--- src/design/nnc_pkg.sv ---
// Package with shared types and constants of the nearest neighbour classifier.
`default_nettype none
package nnc_pkg;
    localparam int SQ_W   = 36;
    localparam int ROOT_W = 18;
    localparam int FEAT_W = 16;
    localparam int LBL_W  = 8;
    localparam int CONF_W = 16;
    localparam logic [SQ_W-1:0] SQ_MAX = {SQ_W{1'b1}};
    localparam logic OP_STORE = 1'b0;
    localparam logic OP_QUERY = 1'b1;
    localparam logic [0:0] REG_ENTRIES = 1'b0;

    typedef struct packed {
        logic [SQ_W-1:0]  nearest;
        logic [SQ_W-1:0]  second;
        logic [LBL_W-1:0] label;
        logic             found;
        logic             multi;
    } scan_result_t;
endpackage
`default_nettype wire

--- src/design/nnc_divider.sv ---
// Restoring divider giving the Q0.16 confidence quotient, one bit per cycle.
`default_nettype none
module nnc_divider (
    input  wire                          aclk,
    input  wire                          aresetn,
    input  wire                          start,
    input  wire [nnc_pkg::ROOT_W-1:0]    d1,
    input  wire [nnc_pkg::ROOT_W-1:0]    d2,
    output logic                         done,
    output logic [nnc_pkg::CONF_W-1:0]   quotient
);
    import nnc_pkg::*;
    localparam int NW = ROOT_W + CONF_W;
    localparam int DW = ROOT_W + 1;
    logic [NW-1:0] num_reg;
    logic [DW-1:0] den_reg;
    logic [DW:0]   rem_reg;
    logic [NW-1:0] q_reg;
    logic [5:0]    cnt_reg;
    logic          busy_reg;
    logic [DW:0]   rem_sh;
    logic [DW:0]   diff;

    assign rem_sh = {rem_reg[DW-1:0], num_reg[NW-1]};
    assign diff   = rem_sh - {1'b0, den_reg};

    always_ff @(posedge aclk) begin
        if (!aresetn) begin
            busy_reg <= 1'b0;
            done     <= 1'b0;
            cnt_reg  <= '0;
        end else begin
            done <= 1'b0;
            if (start) begin
                busy_reg <= 1'b1;
                num_reg  <= {d2, {CONF_W{1'b0}}};
                den_reg  <= {1'b0, d1} + {1'b0, d2};
                rem_reg  <= '0;
                q_reg    <= '0;
                cnt_reg  <= 6'(NW - 1);
            end else if (busy_reg) begin
                num_reg <= {num_reg[NW-2:0], 1'b0};
                if (!diff[DW]) begin
                    rem_reg <= diff;
                    q_reg   <= {q_reg[NW-2:0], 1'b1};
                end else begin
                    rem_reg <= rem_sh;
                    q_reg   <= {q_reg[NW-2:0], 1'b0};
                end
                cnt_reg <= cnt_reg - 6'd1;
                if (cnt_reg == '0) begin
                    busy_reg <= 1'b0;
                    done     <= 1'b1;
                end
            end
        end
    end
    assign quotient = (|q_reg[NW-1:CONF_W]) ? {CONF_W{1'b1}} : q_reg[CONF_W-1:0];
endmodule
`default_nettype wire

--- config.mk ---
export PLATFORM = sky130hd
export DESIGN_NAME = nnc_divider
export DESIGN_NICKNAME = d
export VERILOG_FILES = /design/src/design/nnc_pkg.sv /design/src/design/nnc_divider.sv
export SDC_FILE = /design/constraint.sdc
export NUM_CORES = 1
export LEC_CHECK = 0
export CAP_MARGIN = 0
export CELL_PAD_IN_SITES_DETAIL_PLACEMENT = 1
export CELL_PAD_IN_SITES_GLOBAL_PLACEMENT = 1
export CORE_ASPECT_RATIO = 1.75
export CORE_MARGIN = 8
export CORE_UTILIZATION = 40
export DETAILED_ROUTE_END_ITERATION = 10
export DONT_BUFFER_PORTS = 1
export PLACE_DENSITY_LB_ADDON = 0.25
export SLEW_MARGIN = 40
export SYNTH_ARGS = -nofsm -noshare
export SYNTH_HDL_FRONTEND = slang
export SYNTH_SLANG_ARGS = --single-unit
--- constraint.sdc ---
create_clock -name aclk -period 2.8 [get_ports aclk]
set_input_delay 0.42 -clock aclk [delete_from_list [all_inputs] [get_ports aclk]]
set_output_delay 0.42 -clock aclk [all_outputs]
set_load 0.02 [all_outputs]
==> results.sh <==
export IMPL_synth_distinct_cells=60
export IMPL_ir_worst_vdd_mv=0.361
export IMPL_finish_utilization=0.463
export IMPL_first_global_vias=4092
export IMPL_grt_max_degree=78
export IMPL_setup_tns_ns=-1.73
export IMPL_port_buffers=0
export IMPL_synth_top_cell_area_share=0.475
export IMPL_synthSimpleGateAreaFrac=0.149
export IMPL_grt_ovfl_total=0
export IMPL_synth_adder_area_share=0.0927
export IMPL_layout_nets=595
export IMPL_skew_ns=0.0105
export IMPL_report_final_slew_viol_count=0
export IMPL_synth_mux_area_frac=0.0655
export IMPL_first_pass_iters=4
export IMPL_finalCritPeriodShare=1.06
export IMPL_powerDensity_nw_per_um2=666
export IMPL_setup_slack_ns=-0.167
export IMPL_insertion_delay_ns=0.34
export IMPL_synth_top_flop_cell="edfxtp_1"
export IMPL_drive_above_1_share=0.163
export IMPL_critPathArrivalTime_ns=3.17
export IMPL_drc=0
export IMPL_grt_usage=0.139
export IMPL_critPathMostFrequentCell="inv_2"
export IMPL_synth_seq_cells=98
export IMPL_die_y_um=174
export IMPL_hp_class="in -> reg"
export IMPL_drt_initial_drc_count=94
export IMPL_cp_max_fo=4
export IMPL_async_reset_ff_frac=0
export IMPL_synthXorXnorAreaFrac=0.0523
export IMPL_die_w_um=106
export IMPL_routed_via_density=5.29
export IMPL_ant_nets=0
export IMPL_netlist_instances=494
export IMPL_dieArea_sq_um=18500
export IMPL_synth_top_family_by_area="simple AND/OR/NAND/NOR gates"
export IMPL_syn_area_per_cell_sq_um=11.5
export IMPL_p_leak_nw=2.52
export IMPL_max_freq_mhz=337
export IMPL_slowest_stage="or4_1"
export IMPL_cts_root_buffer="clkbuf_16"
export IMPL_wl_per_cell_um=18.3
export IMPL_synth_edff_count=90
export IMPL_largest_reg_flops=34
export IMPL_num_vias=3685
export IMPL_synth_warning_count=0
export IMPL_setup_viol=19
export IMPL_place_hpwl_um=9160
export IMPL_synthToLayoutAreaGrowth_pct=13.1
export IMPL_rsz0062_at_grt="true"
export IMPL_netlist_area_sq_um=5690
export IMPL_cts_tree="yes"
export IMPL_violations="negative setup slack"
export IMPL_postPlaceCellArea_sq_um=5990
export IMPL_status="finished, violations left"
export IMPL_gp_congestion=0.768
export IMPL_antenna_cells=0
export IMPL_required_ns=3.00
export IMPL_hold_violations=0
export IMPL_slowest_delay_ns=0.51
export IMPL_wl_um=12800
export IMPL_start_kind="register"
export IMPL_worstSetupPathType="reg -> reg"
export IMPL_synth_compound_area_frac=0.105
export IMPL_synthTopCellsByArea="edfxtp_1 47%, ha_1 8.6%, nor2b_1 4.4%"
export IMPL_yosysTopAreaCell="edfxtp_1"
export IMPL_cts_sinks=98
export IMPL_crit_chain="inv_2 > ha_4 > inv_2 > fa_2 > a21oi_4 > o22ai_2 > o211a_1 > a311o_1 > and3_2 > or4_1 > a21oi_2"
export IMPL_clk_pin_slew_ns=0.08
export IMPL_fillers=1501
export IMPL_yosysMostFrequentCell="edfxtp_1"
export IMPL_hold_buffers=0
export IMPL_cap_violations=0
export IMPL_htree_levels=3
export IMPL_num_rows=57
export IMPL_netlist_top_cells_count="90 x edfxtp_1, 40 x nor2_1, 40 x nor2b_1"
export IMPL_tightest_slew_ns=0.491
export IMPL_grt_pass1_wl_um=20700
export IMPL_seq_area_frac_synth=0.503
export IMPL_fp_coreArea_sq_um=13900
export IMPL_ioPinCount=56
export IMPL_r2r_slack_ns=-0.17
export IMPL_synth_fp_nets=574
export IMPL_start_util=0.409
export IMPL_slew_headroom=0.668
export IMPL_clock_path_buffers=2
export IMPL_numCtsBuffers=9
export IMPL_antenna_found_initial=0
export IMPL_endpoint_kind="register"
export IMPL_stdcell_area_sq_um=6440
export IMPL_finalCriticalPeriod_ns=2.97
logic make-up after synthesis:
kind of cell / count (synthesis)
compound gates: 85
fa+ha+maj: 41
simple gates: 155
flops: 98
mux: 35
xor+xnor: 34
buf+inv: 46
critical path, delay by kind of cell, from the launching register on:
kind,cells,cell delay [ns]
AO/OA/AOI/OAI,5,1.04
AND/OR/NAND/NOR,2,0.74
adder cells (fa/ha/maj),2,0.54
flip-flops,1,0.38
buffers and inverters,2,0.12
power by group:
part           internal, mW  switching [mW]
Clock                 0.628           0.585
Combinational         0.605           0.628
Sequential             1.78          0.0628
Total                  3.01            1.28
final cells by class:
| type | count | area (sq um) | share of cell area |
|---|---|---|---|
| Sequential cell | 98 | 2860 | 0.445 |
| Multi-Input combinational cell | 350 | 2720 | 0.423 |
| Clock buffer | 9 | 225 | 0.0350 |
| Tap cell | 177 | 221 | 0.0344 |
| Timing Repair Buffer | 21 | 204 | 0.0317 |
| Inverter | 35 | 131 | 0.0204 |
| Clock inverter | 7 | 72.6 | 0.0113 |
placed cells by master (no fill, tap or decap), types with 3 or more instances in the layout:
cell and count:
edfxtp_1 90, nor2b_1 40, nor2_1 39, ha_1 36, inv_1 33, xnor2_1 24
a21oi_1 19, mux2_2 17, nand2b_1 17, buf_4 17, a21o_1 16, mux2i_1 16
nand2_1 10, xor2_1 10, clkbuf_16 10, nor3_1 8, nand3_1 8, dfxtp_1 8
o21a_1 6, o21ai_0 6, o21ai_1 5, a211oi_1 4, nor4_1 4, and3_1 3
o211ai_1 3, or4_1 3, and2_2 3, and2_1 3, clkinv_4 3
per-stage QoR:
step / hold WS [ns] / std cells / total power, mW / setup slack (ns)
after global routing: 0.185 / 697 / 4.52 / -0.295
after detailed placement: 0.497 / 670 / 3.00 / -0.280
after CTS: 0.184 / 690 / 4.24 / -0.194
after global placement: 0.480 / 670 / 2.95 / -0.210
after floorplan: 0.469 / 494 / 2.73 / -0.0372
final: 0.194 / 697 / 4.29 / -0.167
what timing repair did:
action,in CTS,in global routing
buffers inserted,4,5
endpoints found under the setup margin,6,19
pin swaps,2,1
cloned,0,2
resized for setup,2,7
final timing paths:
check | from | end | cells after the start
setup / recovery | num_reg[33] | rem_reg[16] | 11
setup reg to reg | num_reg[33] | rem_reg[16] | 11
hold / removal | aresetn | cnt_reg[5] | 1
hold reg to reg | cnt_reg[1] | cnt_reg[1] | 2
metal layers:
| metal | wire [um] | GRT usage |
|---|---|---|
| met1 | 4900 | 0.142 |
| met2 | 7180 | 0.262 |
| met5 | 0 | 0 |
| met4 | 267 | 0.0555 |
| met3 | 419 | 0.0309 |
Power figures use the tool's default switching activity.
