<file path="src/design/nnc_pkg.sv">
// Package with shared types and constants of the nearest neighbour classifier.
`default_nettype none
package nnc_pkg;
    localparam int SQ_W   = 36;
    localparam int ROOT_W = 18;
    localparam int FEAT_W = 16;
    localparam int LBL_W  = 8;
    localparam int CONF_W = 16;
    localparam logic [SQ_W-1:0] SQ_MAX = {SQ_W{1'b1}};
    localparam logic OP_STORE = 1'b0;
    localparam logic OP_QUERY = 1'b1;
    localparam logic [0:0] REG_ENTRIES = 1'b0;

    typedef struct packed {
        logic [SQ_W-1:0]  nearest;
        logic [SQ_W-1:0]  second;
        logic [LBL_W-1:0] label;
        logic             found;
        logic             multi;
    } scan_result_t;
endpackage
`default_nettype wire

</file>
<file path="src/design/nnc_isqrt.sv">
// Iterative integer square root, two radicand bits per step, one result bit per cycle.
`default_nettype none
module nnc_isqrt (
    input  wire                          aclk,
    input  wire                          aresetn,
    input  wire                          start,
    input  wire [nnc_pkg::SQ_W-1:0]      radicand,
    output logic                         done,
    output logic [nnc_pkg::ROOT_W-1:0]   root
);
    import nnc_pkg::*;
    logic [SQ_W+1:0]   rem_reg;
    logic [SQ_W-1:0]   x_reg;
    logic [ROOT_W-1:0] q_reg;
    logic [4:0]        cnt_reg;
    logic              busy_reg;
    logic [SQ_W+1:0]   trial;
    logic [SQ_W+1:0]   rem_sh;

    assign rem_sh = {rem_reg[SQ_W-1:0], x_reg[SQ_W-1:SQ_W-2]};
    assign trial  = rem_sh - {{(SQ_W-ROOT_W){1'b0}}, q_reg, 2'b01};

    always_ff @(posedge aclk) begin
        if (!aresetn) begin
            busy_reg <= 1'b0;
            done     <= 1'b0;
            cnt_reg  <= '0;
        end else begin
            done <= 1'b0;
            if (start) begin
                busy_reg <= 1'b1;
                rem_reg  <= '0;
                x_reg    <= radicand;
                q_reg    <= '0;
                cnt_reg  <= 5'(ROOT_W - 1);
            end else if (busy_reg) begin
                x_reg <= {x_reg[SQ_W-3:0], 2'b00};
                if (!trial[SQ_W+1]) begin
                    rem_reg <= trial;
                    q_reg   <= {q_reg[ROOT_W-2:0], 1'b1};
                end else begin
                    rem_reg <= rem_sh;
                    q_reg   <= {q_reg[ROOT_W-2:0], 1'b0};
                end
                cnt_reg <= cnt_reg - 5'd1;
                if (cnt_reg == '0) begin
                    busy_reg <= 1'b0;
                    done     <= 1'b1;
                end
            end
        end
    end
    assign root = q_reg;
endmodule
`default_nettype wire

</file>
<file path="config.mk">
export PLATFORM = sky130hd
export DESIGN_NAME = nnc_isqrt
export DESIGN_NICKNAME = d
export VERILOG_FILES = /design/src/design/nnc_pkg.sv /design/src/design/nnc_isqrt.sv
export SDC_FILE = /design/constraint.sdc
export NUM_CORES = 1
export LEC_CHECK = 0
export BUFFER_PORTS_ARGS = -buffer_cell sky130_fd_sc_hd__buf_2
export CAP_MARGIN = 0
export CELL_PAD_IN_SITES_DETAIL_PLACEMENT = 0
export CELL_PAD_IN_SITES_GLOBAL_PLACEMENT = 1
export CORE_ASPECT_RATIO = 0.5
export CORE_MARGIN = 4
export CORE_UTILIZATION = 45
export CTS_CLUSTER_DIAMETER = 80
export DETAILED_ROUTE_END_ITERATION = 10
export GPL_TIMING_DRIVEN = 1
export PLACE_DENSITY_LB_ADDON = 0.05
export RECOVER_POWER = 100
export REMOVE_ABC_BUFFERS = 1
export SLEW_MARGIN = 20
export SYNTH_ARGS = -nofsm -noshare
export SYNTH_HDL_FRONTEND = slang
export SYNTH_SLANG_ARGS = --single-unit
</file>
<file path="constraint.sdc">
create_clock -name aclk -period 10.5 [get_ports aclk]
set_input_delay 3.15 -clock aclk [delete_from_list [all_inputs] [get_ports aclk]]
set_output_delay 3.15 -clock aclk [all_outputs]
set_load 0.01 [all_outputs]
</file>
==> results list <==
- From bottom edge to top edge, the die measures 85.37 um.
- The first global-routing pass estimated 18260 um of wire.
* Reported leakage power: 2.244 nW
- Share of flip-flops with an asynchronous set or reset: 0%
- The Yosys step of the flow raised 0 warnings.
- Measured in cells, the most critical reg-to-reg path has a length of 7.
- Cells with a size suffix above 1 make up 18.62% of the layout.
- Entering global routing, the biggest net connects 98 pins.
- Counting instances in the post-synthesis netlist gives the leading cell types as sky130_fd_sc_hd__edfxtp_1 (90), sky130_fd_sc_hd__a21oi_1 (45), sky130_fd_sc_hd__nand2_1 (45).
- The biggest area contributor in the post-synthesis netlist is sky130_fd_sc_hd__edfxtp_1.
* Met1 Routed Length: 5847 um
- Syn Inst Count: 486
* Setup violators final: 0
* Slew Limit Headroom: -73.97%
- Number of maximum-capacitance constraint violations: 3
* Number of diodes: 0
* Number of enable-type register cells in the synthesized netlist: 90
* Synthesized area: 0.005388 mm2
- The count of nets left with antenna violations once routing finished came out at 0.
- Of the total power, the share spent switching nets is 28.04%.
* Data required, critical path: 10.48 ns
* CTS Buf Count: 9
* Transition at the pin with the smallest max-transition slack: 2.609 ns
- The startpoint identified for the worst register-to-register timing path is rem_reg[22]$_SDFFCE_PP0P_.
* Total vias in the final route: 3715
* Number of clock sinks: 97
* Final worst hold slack: 0.5083 ns
- Number of antenna violations at the first check in global routing: 1
* Combinational share of power: 17.9%
- Clock latency on the worst-skew pair, taken at its later pin, is 0.34 ns.
- Cell at the root of the clock tree: sky130_fd_sc_hd__clkbuf_16
- The multi-input combinational cells in the finished layout cover a total of 0.002331 mm2.
- Resized Gates After CTS: 0
- Placeable Area: 0.01135 mm2
* Number of distinct library cell variants in the gate-level netlist after synthesis: 53
- In the routed design, unresolved DRC markers number 0.
- Buffers added to address setup during post-CTS repair amount to 0.
- Worst hold path stage count: 2
- HP Class: reg -> reg
- Clock-pin slew reported for the worst setup and hold paths after clock tree synthesis: 0.08 ns
* Top-count cell post-synth: sky130_fd_sc_hd__edfxtp_1
* Die area: 0.01389 mm2
- In this run the core area contains 27 standard-cell rows.
* Fin crit share: 65.29%
- Area of all sequential standard cells: 0.002843 mm2
- Max VDD drop: 0.08644 mV
* Power density over cell area: 161.0 mW/mm2
- Across all register-to-register paths, the minimum setup slack is 6.78 ns.
- Gpl congestion: 0.7958
- Port bufs: 57
- Internal power component: 0.6982 mW
- After layout, the design draws a total of 0.9702 mW.
- Among all flip-flop cells after synthesis, the most frequent one is sky130_fd_sc_hd__edfxtp_1.
- For this run the aggregate overflow at the end of global routing stands at 0.
- Along the worst path, the maximum fanout reaches 46.
- Htree depth: 3
* Number of synthesized register bits: 97
- Clock Tree Buf Depth: 2
- The final number of hold-violating endpoints is 0.
- For this block, the initial DRC count from the detailed router was 226.
* Failing checks: capacitance limit, slew limit
- TritonCTS built the clock tree.
* I/O pin cnt: 58
- Portion of the post-synthesis area used by sequential elements: 52.76%
* Result of the run: finished with violations
* Vias per inst: 5.338
* Initial Utilization: 47.46%
- CP endpoint kind: flip-flop
- Setup repair after global routing left no endpoint under its margin.
- After detailed routing, the met3 layer carries 575 um of wire.
* Proportion of power drawn by flip-flops and latches: 48.6%
* DR pass1 iterations: 4
* Pins Over Slew Limit: 147
- Layout overhead on the synthesized area: 11.82%
- DP Wirelength: 7310 um
* Crit path arrival time: 6.84 ns
- Via count of the first global-routing pass: 3665
- Avg Cell Area, Syn: 11.09 um2
- Final routed wirelength across all metal layers: 11010 um
* Detailed route wirelength on metal2: 4518 um
- The worst setup path is launched from a primary input.
- Worst reg2reg endpoint: rem_reg[23]$_SDFFCE_PP0P_
- The final layout contains 592 nets.
- Of the post-synthesis cell area, the dominant cell type holds 50.16%.
* Global-route usage over all layers: 16.26%
- Post-route clock skew: 0.009139 ns
- Achievable clock frequency: 0.1459 GHz
- Uppermost signal routing layer after detailed routing: met5
- The analysis attributes to net switching a power of 0.2720 mW.
- For this run, the number of standard cells in the final layout without fillers is 696.
* Horizontal die dimension: 162.7 um
- Once placement completed, the tool counted placed cells totaling 679.
- CTS Hold Bufs: 0
- Category of the most critical setup path: in -> reg
- The worst hold path begins at cnt_reg[1]$_SDFFE_PP0P_.
* Clock power frac: 33.5%
* Total negative slack: 0 ns
* Per-cell routed wire length: 15.81 um
- Filler cells: 1058
- In the post-synthesis netlist, the biggest area contributors are sky130_fd_sc_hd__edfxtp_1 (50%), sky130_fd_sc_hd__mux2_2 (7.3%), sky130_fd_sc_hd__ha_1 (4.9%).
- Clock period minus worst slack: 6.856 ns
- Destination of the worst hold path: cnt_reg[1]$_SDFFE_PP0P_
[critical path: stages]
cell	delay, ns
sky130_fd_sc_hd__clkbuf_1	1.33
sky130_fd_sc_hd__o21a_1	1.56
sky130_fd_sc_hd__buf_4	0.70
[cell type report]
type                       count  area share [%]
tap                          159           3.302
multi-input combinational    340           38.69
sequential                    97           47.19
inverter                      25           1.558
timing repair buffer          59           4.507
clock buffer                  10           3.801
clock inverter                 6          0.9553
[cell usage in the layout, fill, tap and decap left out, drive strengths merged, types with 9 or more instances in the layout]
cell type and instances:
a21oi 45, buf 38, clkbuf 31, edfxtp 90, ha 21, inv 30
mux2 35, nand2 46, nor2 40, o21ai 12, or3 16, or4 9
xnor2 18
[metal layers]
metal	vias up	track usage (%)
li1	1879	-
met4	2	3.349
met3	7	5.337
met1	1762	24.31
met2	65	22.97
met5	-	0
[power groups by stage]
stage	registers, mW	logic [mW]	clock network [mW]
CTS	0.471	0.176	0.334
floorplan	0.479	0.125	0
detailed placement	0.479	0.175	0
global placement	0.479	0.174	0
global route	0.475	0.196	0.351
finish	0.471	0.174	0.325
[per-stage QoR]
step	cell area (um2)	worst slack [ns]	util, %
2_1_floorplan	5273	4.833	-
3_3_place_gp	5774	4.770	50.87
3_5_place_dp	5774	4.767	50.87
6_report	6025	3.644	53.08
4_1_cts	6061	5.131	53.40
5_1_grt	6025	3.207	53.08
[logic make-up (layout without fill, tap and decap cells)]
group / after synthesis / after routing / synth area share [%]
and+or+nand+nor: 150 / 150 / 13.98
AOI/OAI and AO/OA: 108 / 108 / 12.96
DFF: 97 / 97 / 52.76
buffers and inverters: 49 / 100 / 3.878
muxes: 35 / 35 / 7.315
xor gates and xnor gates: 26 / 26 / 4.227
adders and majority gates: 21 / 21 / 4.877
[how the worst max path moves through the flow]
stage                     startpoint                  endpoint  slack [ns]  cells after the start
after detailed placement       start        x_reg[2]$_DFFE_PP_        4.77                      3
after global placement         start    x_reg[0]$_SDFFCE_PN0P_        4.77                      3
final                          start        x_reg[8]$_DFFE_PP_        3.64                      3
after floorplan              aresetn  rem_reg[0]$_SDFFCE_PP0P_        4.83                      1
after global routing           start        x_reg[8]$_DFFE_PP_        3.21                      3
after CTS                      start        x_reg[8]$_DFFE_PP_        5.13                      3
No activity file was read; power rests on OpenSTA's default activity.
